==> config.mk <==
export PLATFORM = sky130hd
export DESIGN_NAME = arith_expression_tokenizer_flat
export DESIGN_NICKNAME = d
export VERILOG_FILES = /design/src/hw/rtl/ael_pkg.sv /design/src/hw/rtl/ael_if.sv /design/src/hw/rtl/arith_expression_tokenizer.sv /design/src/hw/rtl/ael_front.sv /design/src/hw/rtl/ael_queue.sv /design/src/hw/rtl/ael_back.sv /design/src/flat_wrapper.sv
export SDC_FILE = /design/constraint.sdc
export NUM_CORES = 1
export LEC_CHECK = 0
export ABC_AREA = 1
export BUFFER_PORTS_ARGS = -buffer_cell sky130_fd_sc_hd__buf_2
export CORE_ASPECT_RATIO = 1.1
export CORE_MARGIN = 3
export CORE_UTILIZATION = 50
export DETAILED_ROUTE_END_ITERATION = 10
export GPL_ROUTABILITY_DRIVEN = 0
export PLACE_DENSITY = 0.65
export RECOVER_POWER = 25
export SYNTH_ARGS = -nofsm -noshare
export SYNTH_HDL_FRONTEND = slang
export SYNTH_SLANG_ARGS = --single-unit
==> constraint.sdc <==
create_clock -name clock -period 11.22 [get_ports clock]
set_input_delay 0 -clock clock [delete_from_list [all_inputs] [get_ports clock]]
set_output_delay 0 -clock clock [all_outputs]
set_load 0.05 [all_outputs]
==> src/hw/rtl/ael_pkg.sv <==
// Package for the arithmetic expression tokenizer: token kinds, scan phases,
// character codes, the queue entry type and the operator decode function.
// No dependencies.
package ael_pkg;

   // Token kinds as they appear on the result channel
   typedef enum logic [3:0] {
      TK_INTEGER = 4'd0,
      TK_REAL    = 4'd1,
      TK_LPAREN  = 4'd2,
      TK_RPAREN  = 4'd3,
      TK_PLUS    = 4'd4,
      TK_MINUS   = 4'd5,
      TK_MUL     = 4'd6,
      TK_DIV     = 4'd7,
      TK_COMMA   = 4'd8,
      TK_END     = 4'd9
   } token_kind_type;

   typedef enum logic [1:0] {
      PH_IDLE = 2'd0,
      PH_INT  = 2'd1,
      PH_FRAC = 2'd2
   } scan_phase_type;

   localparam logic [7:0] CharNul    = 8'h00;
   localparam logic [7:0] CharLparen = 8'h28;
   localparam logic [7:0] CharRparen = 8'h29;
   localparam logic [7:0] CharMul    = 8'h2A;
   localparam logic [7:0] CharPlus   = 8'h2B;
   localparam logic [7:0] CharComma  = 8'h2C;
   localparam logic [7:0] CharMinus  = 8'h2D;
   localparam logic [7:0] CharDot    = 8'h2E;
   localparam logic [7:0] CharDiv    = 8'h2F;
   localparam logic [7:0] CharZero   = 8'h30;
   localparam logic [7:0] CharNine   = 8'h39;

   localparam int MaxFracDigits     = 18;
   localparam int QueueDepthDefault = 4;

   localparam int IntW       = 63;
   localparam int FracW      = 60;
   localparam int FracCountW = 5;

   // One queue entry: what a single character leaves for the back end.
   // Up to two tokens: a finished number, then the character's own token.
   typedef struct packed {
      logic                  num_valid;
      logic                  num_real;
      logic [IntW-1:0]       int_value;
      logic [FracW-1:0]      frac_value;
      logic [FracCountW-1:0] frac_digits;
      logic                  overflow;
      logic                  op_valid;
      token_kind_type        op_kind;
   } ael_entry_type;

   function automatic token_kind_type op_kind(input logic [7:0] ch);
      token_kind_type k;
      case (ch)
         CharPlus:   k = TK_PLUS;
         CharMinus:  k = TK_MINUS;
         CharMul:    k = TK_MUL;
         CharDiv:    k = TK_DIV;
         CharLparen: k = TK_LPAREN;
         CharRparen: k = TK_RPAREN;
         CharComma:  k = TK_COMMA;
         default:    k = TK_END;
      endcase
      return k;
   endfunction

endpackage

==> src/hw/rtl/ael_if.sv <==
// Channel interfaces of the tokenizer: character input and token output.
// Valid/ready handshake; no dependencies.
interface ael_req_if;
   logic       valid;
   logic       ready;
   logic [7:0] char_code;

   modport source(output valid, output char_code, input ready);
   modport sink(input valid, input char_code, output ready);
endinterface

interface ael_rsp_if;
   logic        valid;
   logic        ready;
   logic [3:0]  token_kind;
   logic [62:0] int_value;
   logic [59:0] frac_value;
   logic [4:0]  frac_digits;
   logic        overflow;
   logic        last_of_run;

   modport source(output valid, output token_kind, output int_value, output frac_value,
                  output frac_digits, output overflow, output last_of_run, input ready);
   modport sink(input valid, input token_kind, input int_value, input frac_value,
                input frac_digits, input overflow, input last_of_run, output ready);
endinterface

==> src/hw/rtl/arith_expression_tokenizer.sv <==
// Channel    Dir  Handshake      Payload
// req_chan   in   valid/ready    char_code[7:0]
// rsp_chan   out  valid/ready    token_kind, int_value, frac_value, frac_digits,
//                                overflow, last_of_run
//
// Takes one character per cycle unless the queue is full; the scanner
// updates its accumulators in the same cycle (one 67-bit add and compare
// for the integer part). Tokens leave one per cycle while rsp ready is high,
// from a registered output stage; a character that ends a number and is an
// operator itself yields two tokens. A queue of QUEUE_DEPTH entries lets
// the front keep taking characters while the output is stalled; req ready
// drops only when that queue is full. Reset is synchronous and active high.
// Depends on ael_pkg, ael_if, ael_front, ael_queue, ael_back.
module arith_expression_tokenizer
   import ael_pkg::*;
#(
   parameter int QUEUE_DEPTH = QueueDepthDefault
) (
   input logic       clock,
   input logic       reset,
   ael_req_if.sink   req_chan,
   ael_rsp_if.source rsp_chan
);

   logic          q_push;
   ael_entry_type q_push_entry;
   logic          q_full;
   logic          q_pop;
   logic          q_head_valid;
   ael_entry_type q_head_entry;

   // Front: classify characters, build numbers
   ael_front u_front (
      .clock         (clock),
      .reset         (reset),
      .req_valid     (req_chan.valid),
      .req_ready     (req_chan.ready),
      .req_char_code (req_chan.char_code),
      .q_full        (q_full),
      .q_push        (q_push),
      .q_entry       (q_push_entry)
   );

   // Decoupling queue, one entry per token-producing character
   ael_queue #(
      .Depth (QUEUE_DEPTH)
   ) u_queue (
      .clock      (clock),
      .reset      (reset),
      .push       (q_push),
      .push_entry (q_push_entry),
      .pop        (q_pop),
      .full       (q_full),
      .head_valid (q_head_valid),
      .head_entry (q_head_entry)
   );

   // Back: split entries into single tokens, mark the last of each run
   ael_back u_back (
      .clock           (clock),
      .reset           (reset),
      .head_valid      (q_head_valid),
      .head_entry      (q_head_entry),
      .pop             (q_pop),
      .rsp_valid       (rsp_chan.valid),
      .rsp_ready       (rsp_chan.ready),
      .rsp_token_kind  (rsp_chan.token_kind),
      .rsp_int_value   (rsp_chan.int_value),
      .rsp_frac_value  (rsp_chan.frac_value),
      .rsp_frac_digits (rsp_chan.frac_digits),
      .rsp_overflow    (rsp_chan.overflow),
      .rsp_last_of_run (rsp_chan.last_of_run)
   );

endmodule

==> src/hw/rtl/ael_front.sv <==
// Front end of the tokenizer: accepts one character per cycle when the queue
// has room, runs the number scanner and queues finished tokens. Uses ael_pkg.
module ael_front
   import ael_pkg::*;
(
   input  logic          clock,
   input  logic          reset,
   input  logic          req_valid,
   output logic          req_ready,
   input  logic [7:0]    req_char_code,
   input  logic          q_full,
   output logic          q_push,
   output ael_entry_type q_entry
);

   scan_phase_type        phase_ff, phase_in;
   logic [IntW-1:0]       int_accum_ff, int_accum_in;
   logic [FracW-1:0]      frac_accum_ff, frac_accum_in;
   logic [FracCountW-1:0] frac_count_ff, frac_count_in;
   logic                  int_sat_ff, int_sat_in;

   logic                  accept;
   logic                  is_digit;
   logic                  is_op;
   logic                  dot_in_int;
   logic                  ends_number;
   logic [3:0]            digit_val;
   logic [IntW+3:0]       int_wide;
   logic                  int_ovf;
   logic [FracW-1:0]      frac_next;

   assign accept      = req_valid && !q_full;
   assign req_ready   = !q_full;
   assign is_digit    = req_char_code inside {[CharZero:CharNine]};
   assign is_op       = req_char_code inside {CharPlus, CharMinus, CharMul, CharDiv,
                                              CharLparen, CharRparen, CharComma, CharNul};
   assign dot_in_int  = (req_char_code == CharDot) && (phase_ff == PH_INT);
   assign ends_number = !is_digit && !dot_in_int;
   // '0'..'9' sit at 0x30..0x39, so the low nibble is the digit value
   assign digit_val   = req_char_code[3:0];

   // acc*10 + d as acc*8 + acc*2 + d; saturate once it leaves 63 bits
   assign int_wide  = {1'b0, int_accum_ff, 3'b000} + {3'b000, int_accum_ff, 1'b0}
                      + {{IntW{1'b0}}, digit_val};
   assign int_ovf   = int_sat_ff || (int_wide[IntW+3:IntW] != 4'd0);
   assign frac_next = {frac_accum_ff[FracW-4:0], 3'b000} + {frac_accum_ff[FracW-2:0], 1'b0}
                      + {{(FracW-4){1'b0}}, digit_val};

   // Next scan phase
   always_comb begin
      phase_in = phase_ff;
      if (accept) begin
         if (is_digit) begin
            if (phase_ff != PH_FRAC) phase_in = PH_INT;
         end else if (dot_in_int) begin
            phase_in = PH_FRAC;
         end else begin
            phase_in = PH_IDLE;
         end
      end
   end

   // Accumulators
   always_comb begin
      int_accum_in  = int_accum_ff;
      frac_accum_in = frac_accum_ff;
      frac_count_in = frac_count_ff;
      int_sat_in    = int_sat_ff;
      if (accept) begin
         if (is_digit) begin
            if (phase_ff == PH_FRAC) begin
               if (frac_count_ff < FracCountW'(MaxFracDigits)) begin
                  frac_accum_in = frac_next;
                  frac_count_in = frac_count_ff + 1'b1;
               end
            end else if (int_ovf) begin
               int_accum_in = {IntW{1'b1}};
               int_sat_in   = 1'b1;
            end else begin
               int_accum_in = int_wide[IntW-1:0];
            end
         end else if (!dot_in_int) begin
            int_accum_in  = '0;
            frac_accum_in = '0;
            frac_count_in = '0;
            int_sat_in    = 1'b0;
         end
      end
   end

   // Queue entry
   always_comb begin
      q_push              = accept && ends_number && ((phase_ff != PH_IDLE) || is_op);
      q_entry.num_valid   = (phase_ff != PH_IDLE);
      q_entry.num_real    = (phase_ff == PH_FRAC);
      q_entry.int_value   = int_accum_ff;
      q_entry.frac_value  = frac_accum_ff;
      q_entry.frac_digits = frac_count_ff;
      q_entry.overflow    = int_sat_ff;
      q_entry.op_valid    = is_op;
      q_entry.op_kind     = op_kind(req_char_code);
   end

   always_ff @(posedge clock) begin
      if (reset) begin
         phase_ff      <= PH_IDLE;
         int_accum_ff  <= '0;
         frac_accum_ff <= '0;
         frac_count_ff <= '0;
         int_sat_ff    <= 1'b0;
      end else begin
         phase_ff      <= phase_in;
         int_accum_ff  <= int_accum_in;
         frac_accum_ff <= frac_accum_in;
         frac_count_ff <= frac_count_in;
         int_sat_ff    <= int_sat_in;
      end
   end

endmodule

==> src/hw/rtl/ael_queue.sv <==
// Small circular queue of token entries between front and back end.
// Uses ael_pkg for the entry type.
module ael_queue
   import ael_pkg::*;
#(
   parameter int Depth = QueueDepthDefault
) (
   input  logic          clock,
   input  logic          reset,
   input  logic          push,
   input  ael_entry_type push_entry,
   input  logic          pop,
   output logic          full,
   output logic          head_valid,
   output ael_entry_type head_entry
);

   localparam int AddrW = (Depth > 1) ? $clog2(Depth) : 1;
   localparam int CntW  = $clog2(Depth + 1);

   ael_entry_type   entry_ff [Depth];
   logic [AddrW-1:0] wr_ptr_ff, wr_ptr_in;
   logic [AddrW-1:0] rd_ptr_ff, rd_ptr_in;
   logic [CntW-1:0]  count_ff, count_in;
   logic             do_push;
   logic             do_pop;

   assign full       = (count_ff == CntW'(Depth));
   assign head_valid = (count_ff != '0);
   assign head_entry = entry_ff[rd_ptr_ff];
   assign do_push    = push && !full;
   assign do_pop     = pop && head_valid;

   always_comb begin
      wr_ptr_in = wr_ptr_ff;
      rd_ptr_in = rd_ptr_ff;
      count_in  = count_ff;
      if (do_push) begin
         wr_ptr_in = (wr_ptr_ff == AddrW'(Depth - 1)) ? '0 : wr_ptr_ff + 1'b1;
      end
      if (do_pop) begin
         rd_ptr_in = (rd_ptr_ff == AddrW'(Depth - 1)) ? '0 : rd_ptr_ff + 1'b1;
      end
      if (do_push && !do_pop) begin
         count_in = count_ff + 1'b1;
      end else if (do_pop && !do_push) begin
         count_in = count_ff - 1'b1;
      end
   end

   always_ff @(posedge clock) begin
      if (do_push) begin
         entry_ff[wr_ptr_ff] <= push_entry;
      end
   end

   always_ff @(posedge clock) begin
      if (reset) begin
         wr_ptr_ff <= '0;
         rd_ptr_ff <= '0;
         count_ff  <= '0;
      end else begin
         wr_ptr_ff <= wr_ptr_in;
         rd_ptr_ff <= rd_ptr_in;
         count_ff  <= count_in;
      end
   end

endmodule

==> src/hw/rtl/ael_back.sv <==
// Back end of the tokenizer: drains queue entries one token per cycle into
// the registered result stage while it is free or being taken. Uses ael_pkg.
module ael_back
   import ael_pkg::*;
(
   input  logic                  clock,
   input  logic                  reset,
   input  logic                  head_valid,
   input  ael_entry_type         head_entry,
   output logic                  pop,
   output logic                  rsp_valid,
   input  logic                  rsp_ready,
   output logic [3:0]            rsp_token_kind,
   output logic [IntW-1:0]       rsp_int_value,
   output logic [FracW-1:0]      rsp_frac_value,
   output logic [FracCountW-1:0] rsp_frac_digits,
   output logic                  rsp_overflow,
   output logic                  rsp_last_of_run
);

   logic                  valid_ff, valid_in;
   logic                  num_done_ff, num_done_in;
   token_kind_type        kind_ff, kind_in;
   logic [IntW-1:0]       int_ff, int_in;
   logic [FracW-1:0]      frac_ff, frac_in;
   logic [FracCountW-1:0] digits_ff, digits_in;
   logic                  ovf_ff, ovf_in;
   logic                  last_ff, last_in;

   logic                  load;
   logic                  send_num;
   logic                  tok_last;

   assign load     = head_valid && (!valid_ff || rsp_ready);
   assign send_num = head_entry.num_valid && !num_done_ff;
   assign tok_last = send_num ? !head_entry.op_valid : 1'b1;
   assign pop      = load && tok_last;

   always_comb begin
      valid_in    = valid_ff && !rsp_ready;
      num_done_in = num_done_ff;
      kind_in     = kind_ff;
      int_in      = int_ff;
      frac_in     = frac_ff;
      digits_in   = digits_ff;
      ovf_in      = ovf_ff;
      last_in     = last_ff;
      if (load) begin
         valid_in    = 1'b1;
         num_done_in = !tok_last;
         last_in     = tok_last;
         if (send_num) begin
            kind_in   = head_entry.num_real ? TK_REAL : TK_INTEGER;
            int_in    = head_entry.int_value;
            frac_in   = head_entry.num_real ? head_entry.frac_value : '0;
            digits_in = head_entry.num_real ? head_entry.frac_digits : '0;
            ovf_in    = head_entry.overflow;
         end else begin
            kind_in   = head_entry.op_kind;
            int_in    = '0;
            frac_in   = '0;
            digits_in = '0;
            ovf_in    = 1'b0;
         end
      end
   end

   always_ff @(posedge clock) begin
      if (reset) begin
         valid_ff    <= 1'b0;
         num_done_ff <= 1'b0;
      end else begin
         valid_ff    <= valid_in;
         num_done_ff <= num_done_in;
      end
   end

   always_ff @(posedge clock) begin
      kind_ff   <= kind_in;
      int_ff    <= int_in;
      frac_ff   <= frac_in;
      digits_ff <= digits_in;
      ovf_ff    <= ovf_in;
      last_ff   <= last_in;
   end

   assign rsp_valid       = valid_ff;
   assign rsp_token_kind  = kind_ff;
   assign rsp_int_value   = int_ff;
   assign rsp_frac_value  = frac_ff;
   assign rsp_frac_digits = digits_ff;
   assign rsp_overflow    = ovf_ff;
   assign rsp_last_of_run = last_ff;

endmodule

==> src/flat_wrapper.sv <==
// flat-port wrapper written by rule: the top's interface ports become plain ports
module arith_expression_tokenizer_flat import ael_pkg::*;
#(
   parameter int QUEUE_DEPTH = QueueDepthDefault
)
  (clock, reset, req_chan_valid, req_chan_char_code, req_chan_ready, rsp_chan_valid, rsp_chan_token_kind, rsp_chan_int_value, rsp_chan_frac_value, rsp_chan_frac_digits, rsp_chan_overflow, rsp_chan_last_of_run, rsp_chan_ready);
  ael_req_if req_chan_i ();
  ael_rsp_if rsp_chan_i ();
  input logic clock;
  input logic reset;
  input wire logic [$bits(req_chan_i.valid)-1:0] req_chan_valid;
  input wire logic [$bits(req_chan_i.char_code)-1:0] req_chan_char_code;
  output wire logic [$bits(req_chan_i.ready)-1:0] req_chan_ready;
  output wire logic [$bits(rsp_chan_i.valid)-1:0] rsp_chan_valid;
  output wire logic [$bits(rsp_chan_i.token_kind)-1:0] rsp_chan_token_kind;
  output wire logic [$bits(rsp_chan_i.int_value)-1:0] rsp_chan_int_value;
  output wire logic [$bits(rsp_chan_i.frac_value)-1:0] rsp_chan_frac_value;
  output wire logic [$bits(rsp_chan_i.frac_digits)-1:0] rsp_chan_frac_digits;
  output wire logic [$bits(rsp_chan_i.overflow)-1:0] rsp_chan_overflow;
  output wire logic [$bits(rsp_chan_i.last_of_run)-1:0] rsp_chan_last_of_run;
  input wire logic [$bits(rsp_chan_i.ready)-1:0] rsp_chan_ready;
  assign req_chan_i.valid = req_chan_valid;
  assign req_chan_i.char_code = req_chan_char_code;
  assign req_chan_ready = req_chan_i.ready;
  assign rsp_chan_valid = rsp_chan_i.valid;
  assign rsp_chan_token_kind = rsp_chan_i.token_kind;
  assign rsp_chan_int_value = rsp_chan_i.int_value;
  assign rsp_chan_frac_value = rsp_chan_i.frac_value;
  assign rsp_chan_frac_digits = rsp_chan_i.frac_digits;
  assign rsp_chan_overflow = rsp_chan_i.overflow;
  assign rsp_chan_last_of_run = rsp_chan_i.last_of_run;
  assign rsp_chan_i.ready = rsp_chan_ready;
  arith_expression_tokenizer #(.QUEUE_DEPTH(QUEUE_DEPTH)) u_core (.clock(clock), .reset(reset), .req_chan(req_chan_i), .rsp_chan(rsp_chan_i));
endmodule
Word level (Yosys, flattened, before mapping) --
Memories as Yosys holds them, arrays and structs flattened. A register that Yosys moved wholly into a read port is not among the register bits. Cells that the tools add are included.
Storage, ports and cells: flip-flop bits (word level) 274, RAM bits 544, input port bits 12, output and inout port bits 136, logic and storage cells 119, memories 1
Memory list:
- u_core.u_queue.entry_ff | depth 4, width 136, read ports 1, clocked after Yosys merged registers in 1, write ports 1, RTL line ael_queue.sv:21 | ael_entry_type entry_ff [Depth];
Operators by class: add/subtract/negate cells 9, $lt $le $gt $ge 3, eq/ne operators 20, multiplexer cells 32, reductions and logical operators 38
Operators by type and width (number):
- $mux 63 | 4
- $mux 60 | 4
- $add 66x64->67 | 1
- $add 67x4->67 | 1
- $eq 8x6->1 const B | 8
- $add 60x4->60 | 1
- $add 60x60->60 | 1
- $pmux 4 s7 | 1
- $mux 5 | 4
- $logic_and 1x1->1 | 14
- $mux 2 | 7
- $logic_not 1->1 | 10
- $mux 1 | 9
- $ge 8x6->1 const B | 1
- $le 8x6->1 const B | 1
- $logic_not 8->1 | 1
- $ne 2x2->1 const B | 4
- $reduce_and 4->1 | 2
- $reduce_bool 8->1 | 1
- $eq 2x2->1 const B | 3
- $mux 3 | 2
- $ne 2x1->1 const B | 3
- $add 5x1->5 const B | 1
- $lt 5x5->1 const B | 1
- 12 further kinds | 17

Logic depth before layout (Yosys ltp) --
Gate-level depths: netlist of the first run.
depth after elaboration 11, depth in mapped cells 19

Cells and area by module --
A second synthesis of the first run with hierarchy kept.
Unflattened totals: cells, all modules 4602, area, all modules 42433.2 um^2
Modules (own cells, without submodules):
- ael_queue | times used 1, cells an instance 1385, area an instance 20520.9 um^2, seq. area each 16515.8 um^2
- ael_front | times used 1, cells an instance 2783, area an instance 16331.9 um^2, seq. area each 2622.5 um^2
- ael_back | times used 1, cells an instance 434, area an instance 5580.4 um^2, seq. area each 4063.9 um^2

Worst setup path before layout of the first run --
Ideal clock, no wire load.
path kind flip-flop to flip-flop, start register u_core.u_back.valid_ff (netlist: u_core.u_back.rsp_valid), end register u_core.u_queue.count_ff[1], library setup time 0.116 ns, arrival 7.861 ns, data required time 11.104 ns, path slack 3.243 ns, cell stages (with the launch flop) 10, buffers on the path 0, period minus slack after synthesis 7.977 ns, cell sequence dfxtp_1 inv_1 nor2_1 nor2_1 nand2_1 ha_1 inv_1 fa_1 o21ai_0 nor2_1
Between the ends: cells in the longest elaborated chain, start to end 8, elaborated cells between the ends (all ways) 10, classes of those cells mux (1); reduce/logical (9)
Ends and longest elaborated chain:
- from (decl) | RTL line ael_back.sv:21 | logic valid_ff, valid_in;
- from (signal assigned) | RTL line ael_back.sv:73 | valid_ff <= valid_in;
- $logic_not 1->1 | RTL line ael_back.sv:34 | assign load = head_valid && (!valid_ff || rsp_ready);
- $logic_or 1x1->1 | RTL line ael_back.sv:34
- $logic_and 1x1->1 | RTL line ael_back.sv:34
- named net u_core.u_back.load | RTL line ael_back.sv:30 | logic load;
- $logic_and 1x1->1 | RTL line ael_back.sv:37 | assign pop = load && tok_last;
- $logic_and 1x1->1 | RTL line ael_queue.sv:32 | assign do_pop = pop && head_valid;
- $logic_not 1->1 | RTL line ael_queue.sv:44 | if (do_push && !do_pop) begin
- $logic_and 1x1->1 | RTL line ael_queue.sv:44
- $mux 3 | RTL line ael_queue.sv:44
- named net u_core.u_queue.count_in[1] | RTL line ael_queue.sv:24 | logic [CntW-1:0] count_ff, count_in;
- to (signal assigned) | RTL line ael_queue.sv:65 | count_ff <= count_in;
- to (decl) | RTL line ael_queue.sv:24
The timed path passes the listed nets, and every way through them passes these cells. A chain may end at the register's enable or synchronous reset.

Final worst setup path of the first run --
start register u_core.u_front.int_accum_ff[2], end register u_core.u_front.int_accum_ff[14]
Between the ends: cells in the longest elaborated chain, start to end 7
Ends and longest elaborated chain:
- from (decl) | RTL line ael_front.sv:17 | logic [IntW-1:0] int_accum_ff, int_accum_in;
- from (signal assigned) | RTL line ael_front.sv:113 | int_accum_ff <= int_accum_in;
- $add 66x64->67 * | RTL line ael_front.sv:43 | assign int_wide = {1'b0, int_accum_ff, 3'b000} + {3'b000, int_accum_ff, 1'b0}
- $add 67x4->67 * | RTL line ael_front.sv:44 | + {{IntW{1'b0}}, digit_val};
- $reduce_bool 4->1 | RTL line ael_front.sv:45 | assign int_ovf = int_sat_ff || (int_wide[IntW+3:IntW] != 4'd0);
- $logic_or 1x1->1 | RTL line ael_front.sv:45
- $mux 63 * | RTL line ael_front.sv:76 | end else if (int_ovf) begin
- $mux 63 * | RTL line ael_front.sv:71 | if (phase_ff == PH_FRAC) begin
- $mux 63 * | RTL line ael_front.sv:70 | if (is_digit) begin
Every way passes the cells marked *; elsewhere a longest branch is shown, timed or not. The select of a mux whose other input is x is not followed.

==> summary.txt, run 1 <==
Slew Limit Fails = 0
Max Clock Skew = 23.8 ps
Hold crit path type = primary input to flop
Mux share of post-synthesis cell area = 0%
Max VDD drop = 0.000240 V
Synth top area share = 48.4%
Post-cts hold buffer count = 8
Port bufs = 147
Core box area = 82600 um^2
H-tree depth = 3
GRT met1 Usage = 29.8%
Slew @ Worst Pin = 1230 ps
Worst-Skew Late Latency = 640 ps
Synth Area in Simple Gates = 21.1%
Most frequent cells in the layout = 963 x nand2_1, 800 x nor2_1, 678 x edfxtp_1, 378 x inv_1, 366 x o21ai_0
Tcrit/Tclk final = 37.5%
Synthesis warning total = 0
Nets = 4941
Sequential element share of the synthesized area = 55.2%
CTS sink cnt = 820
Crit path DAT = 4720 ps
Synth cell types = 51
Unrepaired setup endpoints after global routing = no
Syn-to-layout area delta = 10.6%
Crit end category = flop
Fin crit period = 4200 ps
Global router's overall resource usage = 24.3%
Maximum number of pins on one net before global-route repair = 115
GR Layer Usage met2 = 43.8%
Final total power = 9.54 mW
HPWL Detailed = 72800 um
#FFs+latches synth = 820
Largest family of logic cells by synthesized area = simple AND/OR/NAND/NOR gates
Most common cell after layout, fill and taps aside = nand2_1
Ratio of cells with drive above 1 in the final layout = 9.73%
Initial Util = 50.9%
Synth Area in Adders = 7.56%
Syn Std Cell Area = 42100 um^2
Setup TNS Final = 0 ps
Vias in the first global route = 30706
Pleak = 20.5 nW
Grt peak-use layer = met2
Design Area, Final = 46500 um^2
Antenna viol nets, final = 0
Clock Root Buffer = clkbuf_16
Hold Vio Cnt, Final = 0
FMAX = 0.238 GHz
Slew headroom = 18.1%
Clock Path Buffers = 3
DRT Pass-1 Iters = 7
Reg clk slew, reported paths = 60 ps
Vert. Die Dim = 310 um
Drt via density = 5.41
Top post-synthesis cells by area = edfxtp_1 48%, nand2_1 8.6%, ha_1 7.3%
Element type at the critical path start = flop
Crit-path max FO = 35
Die W = 283 um
Floorplan row count = 110
Avg Inst Size Synth = 9.23 um^2
Setup violators final = 0
CTS Buf Count = 83
Most area-hungry cell type in the Yosys netlist = edfxtp_1
CTS tree = built
Worst Path Class, Setup = flop to flop
Ports = 148
Cells after Synth = 4555
First-pass GRT wire length = 168000 um
DR WL/cell = 18.3 um
Post-CTS setup buffer count = 0
Critical Path RT = 11740 ps
GR Overflow Total = 0
R2R depth = 17
Number of remaining DRC errors = 0
Compound-Gate Fraction of Synth Area = 9.91%
Die Area = 87600 um^2
Antenna violations before repair = 1
Xor and xnor area share after synthesis = 0.979%
Global routing usage on met3 = 2.87%
Total wire length = 106000 um
Vias = 31425
Hold depth = 3
Maximum Capacitance Violations = 0
Syn_nets = 4818
DR iter-0 viols = 2227
Pwr dens = 205 nW/um^2
Area after DPL = 43700 um^2
Outcome = finished clean
Cts repair resizes = 0
final cells by class:
cell class,instances,area [um^2]
clock buffer,121,2420
tap,1064,1330
multi-input combinational,3192,16700
inverter,395,1490
sequential,820,23200
fill,7338,36100
clock inverter,33,297
timing repair buffer,186,1060
antenna,1,2.50
layer usage:
metal | up-vias | share of wire [%]
met1 | 14826 | 41
met2 | 798 | 50
met5 | - | 0
met4 | 0 | 3.8
met3 | 211 | 4.7
li1 | 15590 | -
Yosys cell counts, drive strengths merged:
master / count
and3: 1
o22ai: 5
ha: 246
or2: 15
a21oi: 359
dfxtp: 142
xor2: 8
nand3b: 19
a211oi: 1
o2111ai: 1
nand2: 991
nor2: 815
o31ai: 2
inv: 395
a21boi: 15
o21a: 4
nand3: 188
nor3: 30
o211ai: 1
o211a: 1
o21ai: 374
edfxtp: 678
buf: 53
fa: 5
nand4: 24
nor4: 10
xnor2: 39
o21bai: 27
clkbuf: 95
a21o: 2
and2: 4
a221o: 1
nor3b: 2
a31oi: 2
through the flow:
step                setup WS, ps  cells  hold slack [ps]  utilization (%)
floorplan                   3240   4555              148                -
global placement            7150   5649              279             52.9
detailed placement          7040   5649              289             52.9
CTS                         7010   5811             31.4             56.3
global route                6710   5811             92.8             56.3
finish                      7020   5812             43.8             56.3
where the power goes:
group,switching (mW),internal [mW]
Sequential,0.145,3.78
Clock,1.16,1.58
Combinational,2.28,0.591
sequential cells by signal, summed over array words and instances, names as in the netlist, named ones only:
signal,flops
u_core.u_queue.count_ff,3
u_core.u_front.int_accum_ff,63
u_core.u_queue.entry_ff,544
u_core.u_back.rsp_valid,1
u_core.u_front.frac_count_ff,5
u_core.u_back.num_done_ff,1
u_core.u_front.phase_ff,2
u_core.u_back.rsp_token_kind,4
u_core.u_back.rsp_overflow,1
u_core.u_back.rsp_frac_digits,5
u_core.u_front.int_sat_ff,1
u_core.u_queue.rd_ptr_ff,2
u_core.u_back.rsp_int_value,63
u_core.u_front.frac_accum_ff,60
u_core.u_back.rsp_last_of_run,1
u_core.u_queue.wr_ptr_ff,2
u_core.u_back.rsp_frac_value,60
critical path: stages, from the launching register on:
cell	delay [ps]
dfxtp_1	460
fa_1	510
fa_1	540
nand3_1	100
nand3_1	140
nand2_1	100
nand2_1	150
nand2_1	100
nand2_1	90
nand2_1	70
nand2_1	110
nand3_1	120
nand2_2	90
nor2_8	560
buf_4	610
nand3_1	150
nand2_1	90
nand2_1	70
kinds of logic (layout without fill, tap and decap cells):
logic type	after synthesis	after routing
buffers and inverters	543	735
xor gates and xnor gates	47	47
adders and majority gates	251	251
other	0	1
DFF	820	820
and+or+nand+nor	2099	2099
AOI/OAI and AO/OA	795	795
final timing paths:
path                                                  endpoint                                         from  slack (ps)
setup / recovery  u_core.u_front.int_accum_ff[14]$_SDFFE_PP0P_  u_core.u_front.int_accum_ff[2]$_SDFFE_PP0P_        7020
hold / removal    u_core.u_front.frac_accum_ff[0]$_SDFFE_PP0P_                                        reset          40
setup reg to reg  u_core.u_front.int_accum_ff[14]$_SDFFE_PP0P_  u_core.u_front.int_accum_ff[2]$_SDFFE_PP0P_        7020
hold reg to reg        u_core.u_queue.count_ff[2]$_SDFFE_PP0P_      u_core.u_queue.count_ff[2]$_SDFFE_PP0P_         490
(Power assumes the default switching activity.)
==> inputs of run 2 (changes only) <==
- clock period: 11.22 -> 4.33 ns (I/O delays scaled with it)
==> summary.txt, run 2 (same netlist as run 1, synthesis figures left out) <==
First-pass GRT wire length = 168000 um (about the same)
Vias = 31721 (was 31425)
Most common cell after layout, fill and taps aside = nand2_1 (unchanged)
Maximum number of pins on one net before global-route repair = 136 (was 115)
Ant diodes = 0 (was 1)
Core box area = 82600 um^2 (unchanged)
Number of remaining DRC errors = 0 (unchanged)
DR iter-0 viols = 2201 (was 2227)
Final total power = 25.3 mW (was 9.54 mW)
Multi-input logic area = 16700 um^2 (unchanged)
Crit end category = flop (unchanged)
CTS tree = built (unchanged)
Nets = 4954 (was 4941)
GR Overflow Total = 0 (unchanged)
Vert. Die Dim = 310 um (unchanged)
Slew Limit Fails = 0 (unchanged)
Setup violators final = 0 (unchanged)
Util after Layout = 56.9% (was 56.3%)
Clock Path Buffers = 3 (unchanged)
Ratio of cells with drive above 1 in the final layout = 10.0% (was 9.73%)
Crit path DAT = 4100 ps (was 4720 ps)
Die Area = 87600 um^2 (unchanged)
Setup ws final = 759 ps (was 7020 ps)
Critical Path RT = 4860 ps (was 11740 ps)
Unrepaired setup endpoints after global routing = no (unchanged)
Inst Count DP = 5657 (was 5649)
Max reg flops = 544 (unchanged)
Pwr dens = 537 nW/um^2 (was 205 nW/um^2)
Element type at the critical path start = flop (unchanged)
Pre-CTS WS = 743 ps (was 7040 ps)
Max VDD drop = 0.000575 V (was 0.000240 V)
Fin crit period = 3570 ps (was 4200 ps)
Comb power frac = 29.6% (was 30.1%)
Total wire length = 107000 um (was 106000 um)
Ports = 148 (unchanged)
FMAX = 0.280 GHz (was 0.238 GHz)
Clock Root Buffer = clkbuf_16 (unchanged)
Antenna violations before repair = 1 (unchanged)
Vias in the first global route = 30707 (was 30706)
Post-cts hold buffer count = 12 (was 8)
Area after DPL = 44000 um^2 (was 43700 um^2)
Reg with most FFs = u_core.u_queue.entry_ff (unchanged)
Drt via density = 5.45 (was 5.41)
Worst hold slack = 108 ps (was 43.8 ps)
Floorplan row count = 110 (unchanged)
Worst Path Class, Setup = flop to flop (unchanged)
Initial Util = 50.9% (unchanged)
Slew @ Worst Pin = 1190 ps (was 1230 ps)
Slew headroom = 20.8% (was 18.1%)
Pleak = 20.7 nW (was 20.5 nW)
Design Area, Final = 47000 um^2 (was 46500 um^2)
Reg power frac = 40.3% (was 41.2%)
Hold Vio Cnt, Final = 0 (unchanged)
R2R depth = 17 (unchanged)
Most frequent cells in the layout = 963 x nand2_1, 800 x nor2_1, 678 x edfxtp_1, 378 x inv_1, 366 x o21ai_0 (unchanged)
Cts repair resizes = 0 (unchanged)
Die W = 283 um (unchanged)
Crit-path max FO = 24 (was 35)
DRT Pass-1 Iters = 5 (was 7)
Antenna viol nets, final = 0 (unchanged)
Port bufs = 147 (unchanged)
CTS Buf Count = 84 (was 83)
Final cell count without fillers = 5825 (was 5812)
Filler cells = 7236 (was 7338)
HPWL Detailed = 72500 um (was 72800 um)
Outcome = finished clean (unchanged)
DR WL/cell = 18.4 um (was 18.3 um)
Post-CTS setup buffer count = 0 (unchanged)
Maximum Capacitance Violations = 0 (unchanged)
Hold crit path type = primary input to flop (unchanged)
Int Pwr = 15.9 mW (was 5.95 mW)
Clock power share = 30.1% (was 28.8%)
Max Clock Skew = 23.7 ps (was 23.8 ps)
Syn-to-layout area delta = 11.8% (was 10.6%)
Sequential cell area = 23200 um^2 (unchanged)
Setup TNS Final = 0 ps (unchanged)
Sw Ratio = 37.1% (was 37.6%)
H-tree depth = 3 (unchanged)
CTS sink cnt = 820 (unchanged)
Tcrit/Tclk final = 82.5% (was 37.5%)
Hold depth = 7 (was 3)
Worst-Skew Late Latency = 660 ps (was 640 ps)
Global router's overall resource usage = 24.5% (was 24.3%)
Net Sw Power = 9.38 mW (was 3.59 mW)
Reg clk slew, reported paths = 60 ps (about the same)
run 2: cell types whose count changed in the layout (fill, tap and decap cells not counted), sizes merged:
| cell | delta |
|---|---|
| clkbuf | -11 |
| inv | -2 |
| diode | -1 |
| clkinvlp | +4 |
| clkinv | +3 |
| dlygate4sd3 | +4 |
| buf | +8 |
| bufinv | +8 |
run 2: area by class of cell:
type                       count  area share, %
sequential                   820           49.4
timing repair buffer         198           2.87
multi-input combinational   3192           35.5
inverter                     395           3.17
clock buffer                 110           5.01
clock inverter                46           1.21
tap                         1064           2.83
run 2: power groups by stage:
stage	Combinational (mW)	Sequential, mW	Clock (mW)
floorplan	3.17	12.5	0
global placement	7.54	10.3	0
detailed placement	7.59	10.3	0
CTS	7.63	10.2	7.75
global route	8.17	10.3	8.07
finish	7.49	10.2	7.60
run 2: critical path: stages (launching register included):
cell and delay (ps):
dfxtp_1 460, fa_1 510, fa_1 510, nand3_1 100, nand3_1 140, nand2_1 90, nand2_1 150, nand2_1 100
nand2_1 80, nand2_1 70, nand2_1 110, nand3_1 110, nand2_2 90, nor2_8 420, buf_12 260, nand3_2 90
nand2_1 70, nand2_1 70
run 2: worst paths after layout:
check / from / end / slack, ps
min: req_chan_char_code[2] / u_core.u_front.int_accum_ff[2]$_SDFFE_PP0P_ / 110
min reg2reg: u_core.u_queue.count_ff[2]$_SDFFE_PP0P_ / u_core.u_queue.count_ff[2]$_SDFFE_PP0P_ / 480
max reg2reg: u_core.u_front.int_accum_ff[2]$_SDFFE_PP0P_ / u_core.u_front.int_accum_ff[0]$_SDFFE_PP0P_ / 760
max: u_core.u_front.int_accum_ff[2]$_SDFFE_PP0P_ / u_core.u_front.int_accum_ff[0]$_SDFFE_PP0P_ / 760
run 2: metal layers:
metal	wire, um	vias up	global-route usage (%)
met5	0	-	0
met4	4050	0	9.78
li1	-	15632	-
met1	44000	15028	30.1
met2	54100	831	43.9
met3	5000	230	2.78
==> inputs of run 3 (changes only) <==
- clock period: 4.33 -> 3.5 ns (I/O delays scaled with it)
==> summary.txt, run 3 (same netlist as run 1, synthesis figures left out) <==
Max Clock Skew = 30.3 ps (was 23.7 ps)
Vias in the first global route = 30742 (was 30707)
Global router's overall resource usage = 24.2% (was 24.5%)
Pleak = 20.7 nW (about the same)
Pwr dens = 658 nW/um^2 (was 537 nW/um^2)
Setup violators final = 0 (unchanged)
Ports = 148 (unchanged)
Reg clk slew, reported paths = 60 ps (about the same)
Crit path buf inv count = 1 (unchanged)
Final total power = 31.1 mW (was 25.3 mW)
Worst Path Class, Setup = flop to flop (unchanged)
Filler cells = 7284 (was 7236)
Unrepaired setup endpoints after global routing = no (unchanged)
CP top delay family = simple AND/OR/NAND/NOR gates (unchanged)
Max reg flops = 544 (unchanged)
Slew headroom = 17.6% (was 20.8%)
Outcome = finished clean (unchanged)
Most common cell after layout, fill and taps aside = nand2_1 (unchanged)
Crit-path max FO = 39 (was 24)
Initial Util = 50.9% (unchanged)
Slew @ Worst Pin = 1240 ps (was 1190 ps)
Clock Root Buffer = clkbuf_16 (unchanged)
Post-CTS setup buffer count = 0 (unchanged)
Reg with most FFs = u_core.u_queue.entry_ff (unchanged)
CP max-delay cell = fa_1 (unchanged)
Crit path DAT = 3810 ps (was 4100 ps)
Most frequent cells in the layout = 960 x nand2_1, 796 x nor2_1, 678 x edfxtp_1, 375 x inv_1, 365 x o21ai_0 (was 963 x nand2_1, 800 x nor2_1, 678 x edfxtp_1, 378 x inv_1, 366 x o21ai_0)
Hold crit path type = primary input to flop (unchanged)
H-tree depth = 3 (unchanged)
Maximum Capacitance Violations = 0 (unchanged)
CTS Buf Count = 85 (was 84)
Drt via density = 5.41 (was 5.45)
Core box area = 82600 um^2 (unchanged)
Tcrit/Tclk final = 93.8% (was 82.5%)
First-pass GRT wire length = 167000 um (was 168000 um)
FMAX = 0.305 GHz (was 0.280 GHz)
Critical Path RT = 4030 ps (was 4860 ps)
Port bufs = 147 (unchanged)
Syn-to-layout area delta = 12.3% (was 11.8%)
CP cell instances = fa_1 -> fa_1 -> nand3_1 -> nand3_1 -> nand2_1 -> nand2_1 -> nand2_1 -> nand2_1 -> nand2_1 -> nand2_1 -> nand3_1 -> nand2_2 -> nor2_8 -> buf_12 -> nand3_2 -> nand2_1 -> nand2_1 (unchanged)
Setup TNS Final = 0 ps (unchanged)
Vert. Die Dim = 310 um (unchanged)
Fin crit period = 3280 ps (was 3570 ps)
Max VDD drop = 0.00103 V (was 0.000575 V)
HPWL Detailed = 73300 um (was 72500 um)
Vias = 31631 (was 31721)
Crit end category = flop (unchanged)
CTS sink cnt = 820 (unchanged)
Crit path largest cell delay = 530 ps (was 510 ps)
Element type at the critical path start = flop (unchanged)
Number of remaining DRC errors = 0 (unchanged)
Die W = 283 um (unchanged)
Hold Vio Cnt, Final = 0 (unchanged)
Worst-Skew Late Latency = 660 ps (about the same)
Slew Limit Fails = 0 (unchanged)
Antenna violations before repair = 3 (was 1)
DR iter-0 viols = 2222 (was 2201)
DRT Pass-1 Iters = 6 (was 5)
GR Overflow Total = 0 (unchanged)
Nets = 4969 (was 4954)
Maximum number of pins on one net before global-route repair = 136 (unchanged)
Total wire length = 107000 um (about the same)
DR WL/cell = 18.2 um (was 18.4 um)
Die Area = 87600 um^2 (unchanged)
Ratio of cells with drive above 1 in the final layout = 10.6% (was 10.0%)
CP dominant cell by count = nand2_1 (unchanged)
Antenna viol nets, final = 0 (unchanged)
Floorplan row count = 110 (unchanged)
CTS tree = built (unchanged)
Clock Path Buffers = 3 (unchanged)
run 3: cell count changes in the layout (fill, tap and decap cells not counted), moves of 4 or more:
cell       before  now
buf_12         16   23
bufinv_16      11    6
buf_4          23   31
dfxtp_1       140  135
clkbuf_8        9   14
nor2_1        800  796
run 3: through the flow:
step                setup slack [ps]  area, um^2  util, %  cells  hold slack, ps
floorplan                       -270       42200        -   4555             148
global route                    30.5       47200     57.2   5842            80.5
global placement                 341       44200     53.5   5672             288
finish                           218       47200     57.2   5843            49.3
CTS                              237       47200     57.2   5842            32.8
detailed placement               261       44200     53.5   5672             297
run 3: path summary, 6_finish.rpt:
path,start,endpoint,slack [ps],cells after the start
setup / recovery,u_core.u_front.int_accum_ff[2]$_SDFFE_PP0P_,u_core.u_front.int_accum_ff[50]$_SDFFE_PP0P_,220,17
hold / removal,req_chan_char_code[6],u_core.u_front.frac_accum_ff[8]$_SDFFE_PP0P_,50,6
setup reg to reg,u_core.u_front.int_accum_ff[2]$_SDFFE_PP0P_,u_core.u_front.int_accum_ff[50]$_SDFFE_PP0P_,220,17
hold reg to reg,u_core.u_queue.count_ff[0]$_SDFFE_PP0P_,u_core.u_queue.count_ff[0]$_SDFFE_PP0P_,480,1
run 3: area by class of cell:
| class | instances | area, um^2 | share of cell area [%] |
|---|---|---|---|
| diodes | 1 | 2.50 | 0.00530 |
| clock buffers | 117 | 2410 | 5.10 |
| clock inverters | 42 | 464 | 0.983 |
| inverters | 395 | 1490 | 3.16 |
| multi-input cells | 3192 | 16700 | 35.5 |
| flip-flops and latches | 820 | 23200 | 49.2 |
| well taps | 1064 | 1330 | 2.82 |
| repair buffers | 212 | 1540 | 3.26 |
run 3: metal layers:
layer,vias to the layer above,GRT usage [%],routed length (um)
met4,2,9.43,4230
met1,14939,29.5,43600
met5,-,0,7
met2,777,43.7,53800
met3,258,3.05,4950
li1,15655,-,-
run 3: repair_timing:
action | 4_1_cts | 5_1_grt
hold buffers | 11 | 0
endpoints found under the setup margin | 0 | 3
resized for setup | 0 | 1
endpoints found under the hold margin | 35 | 0
run 3: power breakdown:
| part | internal, mW | switching, mW |
|---|---|---|
| Combinational | 2.04 | 7.41 |
| Clock | 5.31 | 3.83 |
| Sequential | 12.1 | 0.354 |
run 3: tightest hold or removal path, stage by stage:
cell       delay (ps)
buf_2              90
nor3b_1            80
o2111ai_1         200
nor2_1            130
nand2_1            80
a21oi_1            50
